[src/design/pscd_pkg.sv]
// ----------------------------------------------------------------------------
// pscd_pkg: shared types and constants for the speed PI loop with derating
// Holds the sequencer states, configuration register map, the configuration
// bundle and the datapath widths used by the shared multiply-accumulate unit.
// ----------------------------------------------------------------------------
package pscd_pkg;

    // Multiplier operand widths: A is a zero-extended 16-bit gain or constant,
    // B is a signed 19-bit operand (error, integral chunk or duty).
    localparam int unsigned MUL_A_W  = 17;
    localparam int unsigned MUL_B_W  = 19;
    localparam int unsigned PROD_W   = MUL_A_W + MUL_B_W;
    localparam int unsigned CHUNK_W  = 18;
    localparam int unsigned ACC_W    = PROD_W + CHUNK_W;

    // Integral term operand: the integral is limited to +/-2^ISAT_EXP before
    // it is multiplied. Past that point the gain term alone decides the clamp.
    localparam int unsigned ISAT_W   = 2 * CHUNK_W;
    localparam int unsigned ISAT_EXP = 34;

    localparam int unsigned ERR_W    = 17;
    localparam int unsigned DUTY_W   = 16;
    localparam int unsigned GAIN_W   = 16;
    localparam int unsigned CUR_W    = 12;
    localparam int unsigned FRAC_W   = 8;

    // Derate factor 29491/32768, about 0.9.
    localparam logic [GAIN_W-1:0] DERATE_NUM   = 16'd29491;
    localparam int unsigned       DERATE_SHIFT = 15;

    localparam int unsigned CFG_IDX_W  = 3;
    localparam int unsigned CFG_DATA_W = 16;

    typedef enum logic [CFG_IDX_W-1:0] {
        CFG_PROP_GAIN     = 3'd0,
        CFG_INT_GAIN      = 3'd1,
        CFG_CURRENT_LIMIT = 3'd2,
        CFG_DUTY_CEILING  = 3'd3,
        CFG_DUTY_FLOOR    = 3'd4
    } t_cfg_idx;

    localparam logic [GAIN_W-1:0] RST_PROP_GAIN     = 16'd256;
    localparam logic [GAIN_W-1:0] RST_INT_GAIN      = 16'd26;
    localparam logic [CUR_W-1:0]  RST_CURRENT_LIMIT = 12'd10;
    localparam logic [DUTY_W-1:0] RST_DUTY_CEILING  = 16'd4199;
    localparam logic [DUTY_W-1:0] RST_DUTY_FLOOR    = 16'd0;

    typedef struct packed {
        logic [GAIN_W-1:0] prop_gain;
        logic [GAIN_W-1:0] int_gain;
        logic [CUR_W-1:0]  current_limit;
        logic [DUTY_W-1:0] duty_ceiling;
        logic [DUTY_W-1:0] duty_floor;
    } t_cfg;

    // Control bundle from the sequencer to the multiply-accumulate unit.
    typedef struct packed {
        logic acc_clr;
        logic acc_add;
        logic acc_shift;
    } t_mac_ctrl;

    typedef enum logic [3:0] {
        ST_IDLE,
        ST_INTEG,
        ST_MUL_P,
        ST_MUL_ILO,
        ST_MUL_IHI,
        ST_ACC_LAST,
        ST_CLAMP,
        ST_DERATE,
        ST_DERATE_SHIFT,
        ST_DONE
    } t_state;

endpackage

[src/design/pscd_in_if.sv]
// ----------------------------------------------------------------------------
// pscd_in_if: input channel of the speed PI loop
// Valid/ready channel carrying the speed setpoint, speed and current sample.
// ----------------------------------------------------------------------------
interface pscd_in_if;
    logic        valid;
    logic        ready;
    logic [15:0] target_speed;
    logic [15:0] actual_speed;
    logic [11:0] current_sample;

    modport source (
        output valid, target_speed, actual_speed, current_sample,
        input  ready
    );
    modport sink (
        input  valid, target_speed, actual_speed, current_sample,
        output ready
    );
endinterface

[src/design/pscd_out_if.sv]
// ----------------------------------------------------------------------------
// pscd_out_if: result channel of the speed PI loop
// Valid/ready channel carrying the duty value and the status flags.
// ----------------------------------------------------------------------------
interface pscd_out_if;
    logic        valid;
    logic        ready;
    logic [15:0] duty;
    logic        over_current;
    logic        clamped;

    modport source (
        output valid, duty, over_current, clamped,
        input  ready
    );
    modport sink (
        input  valid, duty, over_current, clamped,
        output ready
    );
endinterface

[src/design/pscd_cfg_regs.sv]
// ----------------------------------------------------------------------------
// pscd_cfg_regs: configuration register file
// Five write-only registers, loaded by index from the plain write port.
// ----------------------------------------------------------------------------
module pscd_cfg_regs
    import pscd_pkg::*;
(
    input  logic                  i_clk,
    input  logic                  i_rst_n,
    input  logic                  i_cfg_we,
    input  logic [CFG_IDX_W-1:0]  i_cfg_addr,
    input  logic [CFG_DATA_W-1:0] i_cfg_wdata,
    output t_cfg                  o_cfg
);

    t_cfg r_cfg;

    always_ff @(posedge i_clk) begin
        if (!i_rst_n) begin
            r_cfg.prop_gain     <= RST_PROP_GAIN;
            r_cfg.int_gain      <= RST_INT_GAIN;
            r_cfg.current_limit <= RST_CURRENT_LIMIT;
            r_cfg.duty_ceiling  <= RST_DUTY_CEILING;
            r_cfg.duty_floor    <= RST_DUTY_FLOOR;
        end else if (i_cfg_we) begin
            unique case (t_cfg_idx'(i_cfg_addr))
                CFG_PROP_GAIN:     r_cfg.prop_gain     <= i_cfg_wdata;
                CFG_INT_GAIN:      r_cfg.int_gain      <= i_cfg_wdata;
                CFG_CURRENT_LIMIT: r_cfg.current_limit <= i_cfg_wdata[CUR_W-1:0];
                CFG_DUTY_CEILING:  r_cfg.duty_ceiling  <= i_cfg_wdata;
                CFG_DUTY_FLOOR:    r_cfg.duty_floor    <= i_cfg_wdata;
                default: begin
                    // unmapped index: drop the write
                end
            endcase
        end
    end

    assign o_cfg = r_cfg;

endmodule

[src/design/pscd_mac.sv]
// ----------------------------------------------------------------------------
// pscd_mac: shared multiply-accumulate unit
// One signed 17x19 multiplier with a registered product, feeding an
// accumulator that adds the product either as is or shifted up one chunk.
// ----------------------------------------------------------------------------
module pscd_mac
    import pscd_pkg::*;
(
    input  logic                      i_clk,
    input  logic signed [MUL_A_W-1:0] i_op_a,
    input  logic signed [MUL_B_W-1:0] i_op_b,
    input  t_mac_ctrl                 i_ctrl,
    output logic signed [PROD_W-1:0]  o_prod,
    output logic signed [ACC_W-1:0]   o_acc
);

    logic signed [PROD_W-1:0] r_prod;
    logic signed [ACC_W-1:0]  r_acc;
    logic signed [ACC_W-1:0]  prod_ext;
    logic signed [ACC_W-1:0]  addend;

    assign prod_ext = ACC_W'(r_prod);
    assign addend   = i_ctrl.acc_shift ? (prod_ext <<< CHUNK_W) : prod_ext;

    always_ff @(posedge i_clk) begin
        r_prod <= i_op_a * i_op_b;
        if (i_ctrl.acc_clr) begin
            r_acc <= '0;
        end else if (i_ctrl.acc_add) begin
            r_acc <= r_acc + addend;
        end
    end

    assign o_prod = r_prod;
    assign o_acc  = r_acc;

endmodule

[src/design/pi_speed_loop_current_derate_core.sv]
// ----------------------------------------------------------------------------
// pi_speed_loop_current_derate_core: speed PI controller with duty clamp
// and overcurrent derating
//
//   channel   dir   width  contents
//   i_item    in    44     target_speed[16], actual_speed[16], current_sample[12]
//   o_result  out   18     duty[16], over_current, clamped
//   i_cfg_*   in    16     prop_gain, int_gain, current_limit, duty_ceiling,
//                          duty_floor (index 0..4)
//
// Each item steps through INTEG, MUL_P, MUL_ILO, MUL_IHI, ACC_LAST and CLAMP
// to DONE, which loads the result register; DERATE and DERATE_SHIFT come in
// before DONE when the current is over its limit, to form and pick up the
// derate product. DONE holds while the output register is full and not taken.
// The steps are set by the single multiplier: it serves the proportional
// term, two chunks of the integral term and the derate product in turn.
// The input is ready only while the sequencer idles. A finished result sits
// in the output register while the next item is taken and worked on.
// Reset (synchronous, active low) clears the integral, the sequencer, the
// output valid bit and loads the register defaults.
// ----------------------------------------------------------------------------
module pi_speed_loop_current_derate_core
    import pscd_pkg::*;
#(
    parameter int unsigned SUM_WIDTH   = 32,
    parameter int unsigned SPEED_WIDTH = 16
) (
    input  logic                  i_clk,
    input  logic                  i_rst_n,
    pscd_in_if.sink               i_item,
    pscd_out_if.source            o_result,
    input  logic                  i_cfg_we,
    input  logic [CFG_IDX_W-1:0]  i_cfg_addr,
    input  logic [CFG_DATA_W-1:0] i_cfg_wdata
);

    // Speeds arrive as 16-bit fields; keep only the low SPEED_WIDTH bits, at most 16.
    localparam int unsigned EFF_SPEED_W = (SPEED_WIDTH < 16) ? SPEED_WIDTH : 16;
    localparam logic [15:0] SPEED_MASK  = 16'((17'd1 << EFF_SPEED_W) - 17'd1);

    t_cfg      cfg;
    t_state    r_state, n_state;
    t_mac_ctrl mac_ctrl;

    logic signed [MUL_A_W-1:0] op_a;
    logic signed [MUL_B_W-1:0] op_b;
    logic signed [PROD_W-1:0]  prod;
    logic signed [ACC_W-1:0]   acc;

    logic signed [ERR_W-1:0]     r_err;
    logic                        r_over;
    logic signed [SUM_WIDTH-1:0] r_sum;
    logic signed [SUM_WIDTH:0]   sum_wide;
    logic signed [SUM_WIDTH-1:0] sum_sat;
    logic signed [ISAT_W-1:0]    isat;
    logic [DUTY_W-1:0]           r_duty;
    logic                        r_clamped;

    logic                        r_out_valid;
    logic [DUTY_W-1:0]           r_out_duty;
    logic                        r_out_over;
    logic                        r_out_clamped;

    logic [15:0]             tgt_m, act_m;
    logic signed [ACC_W-1:0] ceil_q, floor_q, pi_mid, pi_fin;
    logic                    hit_ceil, hit_floor;
    logic                    load_out;

    pscd_cfg_regs u_cfg (
        .i_clk      (i_clk),
        .i_rst_n    (i_rst_n),
        .i_cfg_we   (i_cfg_we),
        .i_cfg_addr (i_cfg_addr),
        .i_cfg_wdata(i_cfg_wdata),
        .o_cfg      (cfg)
    );

    pscd_mac u_mac (
        .i_clk (i_clk),
        .i_op_a(op_a),
        .i_op_b(op_b),
        .i_ctrl(mac_ctrl),
        .o_prod(prod),
        .o_acc (acc)
    );

    // ---- error and integral -------------------------------------------
    assign tgt_m = i_item.target_speed & SPEED_MASK;
    assign act_m = i_item.actual_speed & SPEED_MASK;

    // Saturating integral update: overflow shows as differing top two bits.
    assign sum_wide = (SUM_WIDTH + 1)'(r_sum) + (SUM_WIDTH + 1)'(r_err);
    always_comb begin
        if (sum_wide[SUM_WIDTH] != sum_wide[SUM_WIDTH-1]) begin
            sum_sat = sum_wide[SUM_WIDTH] ? {1'b1, {(SUM_WIDTH-1){1'b0}}}
                                          : {1'b0, {(SUM_WIDTH-1){1'b1}}};
        end else begin
            sum_sat = sum_wide[SUM_WIDTH-1:0];
        end
    end

    // Integral operand for the gain product, limited to +/-2^ISAT_EXP. Beyond
    // that the integral term outweighs any proportional term and the clamp
    // result cannot change.
    generate
        if (SUM_WIDTH <= ISAT_EXP + 1) begin : g_isat_ext
            assign isat = ISAT_W'(r_sum);
        end else begin : g_isat_lim
            localparam logic signed [SUM_WIDTH-1:0] ISAT_HI =
                {{(SUM_WIDTH-ISAT_EXP-1){1'b0}}, 1'b1, {ISAT_EXP{1'b0}}};
            localparam logic signed [SUM_WIDTH-1:0] ISAT_LO = -ISAT_HI;
            always_comb begin
                if (r_sum > ISAT_HI) begin
                    isat = ISAT_W'(ISAT_HI);
                end else if (r_sum < ISAT_LO) begin
                    isat = ISAT_W'(ISAT_LO);
                end else begin
                    isat = r_sum[ISAT_W-1:0];
                end
            end
        end
    endgenerate

    // ---- clamp ----------------------------------------------------------
    // Ceiling first, then floor: with the floor above the ceiling the floor wins.
    assign ceil_q    = ACC_W'({cfg.duty_ceiling, {FRAC_W{1'b0}}});
    assign floor_q   = ACC_W'({cfg.duty_floor, {FRAC_W{1'b0}}});
    assign hit_ceil  = acc > ceil_q;
    assign pi_mid    = hit_ceil ? ceil_q : acc;
    assign hit_floor = pi_mid < floor_q;
    assign pi_fin    = hit_floor ? floor_q : pi_mid;

    // ---- sequencer ------------------------------------------------------
    always_ff @(posedge i_clk) begin
        if (!i_rst_n) begin
            r_state <= ST_IDLE;
        end else begin
            r_state <= n_state;
        end
    end

    always_comb begin
        n_state           = r_state;
        mac_ctrl          = '0;
        op_a              = MUL_A_W'({1'b0, cfg.int_gain});
        op_b              = MUL_B_W'({1'b0, isat[CHUNK_W-1:0]});
        load_out          = 1'b0;
        i_item.ready      = 1'b0;
        unique case (r_state)
            ST_IDLE: begin
                i_item.ready = 1'b1;
                if (i_item.valid) begin
                    n_state = ST_INTEG;
                end
            end
            ST_INTEG: begin
                mac_ctrl.acc_clr = 1'b1;
                n_state          = ST_MUL_P;
            end
            ST_MUL_P: begin
                op_a    = MUL_A_W'({1'b0, cfg.prop_gain});
                op_b    = MUL_B_W'(r_err);
                n_state = ST_MUL_ILO;
            end
            ST_MUL_ILO: begin
                // accumulate proportional product; issue low integral chunk
                mac_ctrl.acc_add = 1'b1;
                op_b             = MUL_B_W'({1'b0, isat[CHUNK_W-1:0]});
                n_state          = ST_MUL_IHI;
            end
            ST_MUL_IHI: begin
                // upper chunk carries the sign of the integral
                mac_ctrl.acc_add = 1'b1;
                op_b             = MUL_B_W'($signed(isat[ISAT_W-1:CHUNK_W]));
                n_state          = ST_ACC_LAST;
            end
            ST_ACC_LAST: begin
                mac_ctrl.acc_add   = 1'b1;
                mac_ctrl.acc_shift = 1'b1;
                n_state            = ST_CLAMP;
            end
            ST_CLAMP: begin
                n_state = r_over ? ST_DERATE : ST_DONE;
            end
            ST_DERATE: begin
                op_a    = MUL_A_W'({1'b0, DERATE_NUM});
                op_b    = MUL_B_W'({1'b0, r_duty});
                n_state = ST_DERATE_SHIFT;
            end
            ST_DERATE_SHIFT: begin
                n_state = ST_DONE;
            end
            ST_DONE: begin
                // hold until the output register is free
                if (!r_out_valid || o_result.ready) begin
                    load_out = 1'b1;
                    n_state  = ST_IDLE;
                end
            end
            default: begin
                n_state = ST_IDLE;
            end
        endcase
    end

    // ---- working registers ----------------------------------------------
    always_ff @(posedge i_clk) begin
        if (!i_rst_n) begin
            r_sum <= '0;
        end else if (r_state == ST_INTEG) begin
            r_sum <= sum_sat;
        end
    end

    always_ff @(posedge i_clk) begin
        if (r_state == ST_IDLE && i_item.valid) begin
            r_err  <= ERR_W'({1'b0, tgt_m}) - ERR_W'({1'b0, act_m});
            r_over <= i_item.current_sample > cfg.current_limit;
        end
        if (r_state == ST_CLAMP) begin
            r_duty    <= pi_fin[FRAC_W +: DUTY_W];
            r_clamped <= hit_ceil | hit_floor;
        end else if (r_state == ST_DERATE_SHIFT) begin
            r_duty <= prod[DERATE_SHIFT +: DUTY_W];
        end
    end

    // ---- output register ------------------------------------------------
    always_ff @(posedge i_clk) begin
        if (!i_rst_n) begin
            r_out_valid <= 1'b0;
        end else if (load_out) begin
            r_out_valid <= 1'b1;
        end else if (o_result.ready) begin
            r_out_valid <= 1'b0;
        end
    end

    always_ff @(posedge i_clk) begin
        if (load_out) begin
            r_out_duty    <= r_duty;
            r_out_over    <= r_over;
            r_out_clamped <= r_clamped;
        end
    end

    assign o_result.valid        = r_out_valid;
    assign o_result.duty         = r_out_duty;
    assign o_result.over_current = r_out_over;
    assign o_result.clamped      = r_out_clamped;

endmodule
[src/flat_wrapper.sv]
// flat-port wrapper written by rule: the top's interface ports become plain ports
module pi_speed_loop_current_derate_core_flat import pscd_pkg::*;
#(
    parameter int unsigned SUM_WIDTH   = 32,
    parameter int unsigned SPEED_WIDTH = 16
)
  (i_clk, i_rst_n, i_cfg_we, i_cfg_addr, i_cfg_wdata, i_item_valid, i_item_target_speed, i_item_actual_speed, i_item_current_sample, i_item_ready, o_result_valid, o_result_duty, o_result_over_current, o_result_clamped, o_result_ready);
  pscd_in_if i_item_i ();
  pscd_out_if o_result_i ();
  input  logic i_clk;
  input  logic i_rst_n;
  input  logic i_cfg_we;
  input  logic [CFG_IDX_W-1:0] i_cfg_addr;
  input  logic [CFG_DATA_W-1:0] i_cfg_wdata;
  input wire logic [$bits(i_item_i.valid)-1:0] i_item_valid;
  input wire logic [$bits(i_item_i.target_speed)-1:0] i_item_target_speed;
  input wire logic [$bits(i_item_i.actual_speed)-1:0] i_item_actual_speed;
  input wire logic [$bits(i_item_i.current_sample)-1:0] i_item_current_sample;
  output wire logic [$bits(i_item_i.ready)-1:0] i_item_ready;
  output wire logic [$bits(o_result_i.valid)-1:0] o_result_valid;
  output wire logic [$bits(o_result_i.duty)-1:0] o_result_duty;
  output wire logic [$bits(o_result_i.over_current)-1:0] o_result_over_current;
  output wire logic [$bits(o_result_i.clamped)-1:0] o_result_clamped;
  input wire logic [$bits(o_result_i.ready)-1:0] o_result_ready;
  assign i_item_i.valid = i_item_valid;
  assign i_item_i.target_speed = i_item_target_speed;
  assign i_item_i.actual_speed = i_item_actual_speed;
  assign i_item_i.current_sample = i_item_current_sample;
  assign i_item_ready = i_item_i.ready;
  assign o_result_valid = o_result_i.valid;
  assign o_result_duty = o_result_i.duty;
  assign o_result_over_current = o_result_i.over_current;
  assign o_result_clamped = o_result_i.clamped;
  assign o_result_i.ready = o_result_ready;
  pi_speed_loop_current_derate_core #(.SUM_WIDTH(SUM_WIDTH), .SPEED_WIDTH(SPEED_WIDTH)) u_core (.i_clk(i_clk), .i_rst_n(i_rst_n), .i_item(i_item_i), .o_result(o_result_i), .i_cfg_we(i_cfg_we), .i_cfg_addr(i_cfg_addr), .i_cfg_wdata(i_cfg_wdata));
endmodule
[config.mk]
export PLATFORM = sky130hd
export DESIGN_NAME = pi_speed_loop_current_derate_core_flat
export DESIGN_NICKNAME = d
export VERILOG_FILES = /design/src/design/pscd_pkg.sv /design/src/design/pscd_in_if.sv /design/src/design/pscd_out_if.sv /design/src/design/pscd_cfg_regs.sv /design/src/design/pscd_mac.sv /design/src/design/pi_speed_loop_current_derate_core.sv /design/src/flat_wrapper.sv
export SDC_FILE = /design/constraint.sdc
export NUM_CORES = 2
export LEC_CHECK = 0
export BUFFER_PORTS_ARGS = -buffer_cell sky130_fd_sc_hd__buf_4
export CAP_MARGIN = 25
export CORE_MARGIN = 2
export CORE_UTILIZATION = 55
export CTS_CLUSTER_DIAMETER = 60
export CTS_CLUSTER_SIZE = 25
export DETAILED_ROUTE_END_ITERATION = 16
export PLACE_DENSITY = 0.71
export SYNTH_ARGS = -nofsm -noshare
export SYNTH_HDL_FRONTEND = slang
export SYNTH_HIERARCHICAL = 1
export SYNTH_SLANG_ARGS = --single-unit
export TNS_END_PERCENT = 100
[constraint.sdc]
create_clock -name i_clk -period 14.6 [get_ports i_clk]
set_input_delay 1.46 -clock i_clk [delete_from_list [all_inputs] [get_ports i_clk]]
set_output_delay 1.46 -clock i_clk [all_outputs]
set_load 0.01 [all_outputs]
==> results.toml <==
[outcome]
status = "completed"

[critical_path]
crit_path_top_delay_cell = "and3_1"
end_kind = "flip-flop"
regToRegSetupSlack_ns = 5.90
worst-path-max-fanout = 19
max_stage_delay_ns = 0.64
cp_common_cell = "fa_1"
reg2reg_depth = 29
critPathLaunchType = "flip-flop"
cp_data_required_time_ns = 15.05
timing.rr.end = "u_core/u_mac/o_prod[33]"
r2r_start = "u_core/r_state[2]"
crit_type = "reg -> reg"
crit_path_start = "u_core/r_state[2]"
crit_arrival_ns = 9.14

[sta]
report.final.slew_viol_count = 0
hold_violations = 0
final_critical_path_setup_slack_ns = 5.90
layout_min_cycle_time_ns = 8.70
period_share_pct = 59.6
clock-skew-final_ns = 0.0252
setup_viol = 0
hold_ws_ns = 0.446
grt_setup_unrepaired = "false"
relSlewSlack_pct = 27.8
setup_tns_ns = 0
worstMarginPinSlew_ns = 1.08
fmax_mhz = 115

[placement]
dp_slack_ns = 6.10
dp_hpwl_um = 61100
gp_congestion = 0.960
dp.cells = 3928
io_buffers = 87

[final_layout]
drive_gt1_share_pct = 8.15
n_antenna_cell = 0
final_nets = 3900
syn_to_final_growth_pct = 7.18
final_core_util_pct = 59.5
fillers = 4565
fin_cells = 3978

[logic_synthesis]
synth_top_area_cell = "fa_1"
synth_area_sq_mm = 0.0291
synth_top_area_share_pct = 22.6
synth_edf_count = 53
synthFlopType = "dfxtp_1"
yosys-top-cells-count = "476 x inv_1, 400 x nand2_1, 329 x fa_1, 233 x ha_1, 203 x dfxtp_1"
yosysMostFrequentCell = "inv_1"
ys_seq_elements = 256
yosysWarnings = 6
synth_area_leaders = "fa_1 23%, dfxtp_1 14%, ha_1 10%, inv_1 6.1%, edfxtp_1 5.5%"
synthCells = 3270
syn_area_per_cell_sq_um = 8.90
async_reset_ff_share_pct = 0
synth_cell_type_count = 103
synth_seq_area_share_pct = 19.4

[grt]
grt-ovfl-total = 0
grt_max_degree = 106
grt_use_total_pct = 29.6
grt_antenna_before_repair = 0
grt_pass1_wl_um = 128000
grt_pass1_vias = 24107

[clock_network]
path_clk_slew_ns = 0.09
cts_root_buf = "clkbuf_16"
cts_tree = "done"
hold_buffers = 0
ctsResizeCount = 0
cts_made_buffers = 26
h-tree-depth = 1
postCtsSetupBuffers = 0
cts.path.max_buffers = 3
clkLatencyLatePin_ns = 0.57
numClockSinks = 256

[power]
leakage_nw = 14.9
power-per-cell-area_mw_per_mm2 = 142
vdd_ir_drop_max_mv = 0.105

[route]
drt_iter0_drc = 1849
ant_nets = 0
viasPerCell = 5.88
vias = 23406
wl_per_cell_um = 20.0
drt-total-wl_um = 79600
drcViolationCount = 0
firstDrtPassIters = 8

[worst_hold_path]
hold_path_end = "u_core/o_result.clamped"
worstHoldStart = "u_core/r_clamped"
worstHoldPathCells = 0
min_path_type = "reg -> reg"

[floorplanning]
num_io_pins = 88
core_area_sq_mm = 0.0524
row_count = 84
die_x_um = 234
die_h_um = 234
die-area_sq_mm = 0.0548
start_util_pct = 55.5

[flow_run]
cap_violations = 0
[worst max path at each step]
stage | slack, ns | depth (start not counted) | endpoint
after floorplan | 6.93 | 30 | u_core/u_mac/o_prod[33]
after global placement | 6.40 | 28 | u_core/u_mac/o_prod[35]
after detailed placement | 6.10 | 29 | u_core/u_mac/o_prod[33]
after CTS | 6.07 | 29 | u_core/u_mac/o_prod[33]
after global routing | 5.36 | 28 | u_core/u_mac/o_prod[33]
final | 5.90 | 29 | u_core/u_mac/o_prod[33]
[routing by layer]
layer	part of all wire [%]	track usage (%)
met1	41	39.3
met3	7.1	3.32
met2	48	49.6
met4	4.0	11.9
met5	0	0
[state kept, by name (all words and copies together) (netlist names)]
| name | flops |
|---|---|
| u_core/o_result.valid | 1 |
| u_core/r_over | 1 |
| u_core/r_state | 4 |
| u_core/u_cfg/o_cfg | 76 |
| u_core/o_result.clamped | 1 |
| u_core/u_mac/o_prod | 36 |
| u_core/r_err | 17 |
| u_core/o_result.duty | 16 |
| u_core/o_result.over_current | 1 |
| u_core/r_clamped | 1 |
| u_core/u_mac/o_acc | 54 |
| u_core/r_duty | 16 |
| u_core/r_sum | 32 |
[worst max-delay path: cells and delay by family (launching register included)]
kind | cells | cell delay [ns]
xor gates and xnor gates | 1 | 0.16
buffers and inverters | 6 | 0.59
AOI/OAI and AO/OA | 7 | 1.46
DFF | 1 | 0.58
adders and majority gates | 7 | 3.53
and+or+nand+nor | 8 | 2.27
[where the power goes]
group	leakage [nW]	switching [mW]	internal, mW	total [mW]
Sequential	2.15	0.183	0.868	1.05
Clock	0.475	0.378	0.380	0.757
Combinational	12.3	1.55	1.08	2.62
[cell type report]
| type | count | area, sq um | share of cell area (%) |
|---|---|---|---|
| Inverter | 476 | 1790 | 5.73 |
| Sequential cell | 256 | 5660 | 18.1 |
| Tap cell | 688 | 861 | 2.76 |
| Multi-Input combinational cell | 2403 | 21100 | 67.6 |
| Clock inverter | 21 | 305 | 0.979 |
| Timing Repair Buffer | 107 | 833 | 2.67 |
| Clock buffer | 27 | 676 | 2.17 |
[cells by family (layout without fill, tap and decap cells)]
group | Yosys count | in the layout | share of synthesized area, %
AND/OR/NAND/NOR | 981 | 981 | 16.6
buffers and inverters | 616 | 631 | 8.38
adder cells (fa/ha/maj) | 593 | 593 | 33.8
AO/OA/AOI/OAI | 553 | 553 | 12.7
flip-flops | 256 | 256 | 19.4
multiplexers | 154 | 154 | 5.44
XOR/XNOR | 116 | 116 | 3.49
other | 1 | 6 | 0.0129
[per-stage QoR]
| step | area, sq um | power [mW] |
|---|---|---|
| 2_1_floorplan | 29100 | 2.99 |
| 3_3_place_gp | 30200 | 3.56 |
| 4_1_cts | 31100 | 4.40 |
| 6_report | 31200 | 4.43 |
| 5_1_grt | 31200 | 4.77 |
| 3_5_place_dp | 30200 | 3.63 |
[cell usage in the layout (no fill, tap or decap), types with 15 or more instances in the layout]
| cell | instances |
|---|---|
| and2_1 | 176 |
| xnor2_1 | 81 |
| fa_1 | 329 |
| ha_1 | 233 |
| o21bai_1 | 24 |
| a31oi_1 | 15 |
| buf_4 | 105 |
| xor2_1 | 34 |
| edfxtp_1 | 53 |
| nor2_1 | 146 |
| maj3_2 | 29 |
| nand2_1 | 400 |
| nand2b_1 | 23 |
| nand3_1 | 42 |
| a211oi_1 | 17 |
| a21o_1 | 71 |
| o21a_1 | 20 |
| o21ai_1 | 20 |
| inv_1 | 476 |
| o21ai_0 | 102 |
| clkbuf_16 | 28 |
| nor3_1 | 34 |
| nor2b_1 | 54 |
| mux2_2 | 32 |
| mux2i_1 | 121 |
| a21oi_1 | 153 |
| dfxtp_1 | 203 |
| nand4_1 | 24 |
Note: power is estimated with default switching activity, not from simulation.
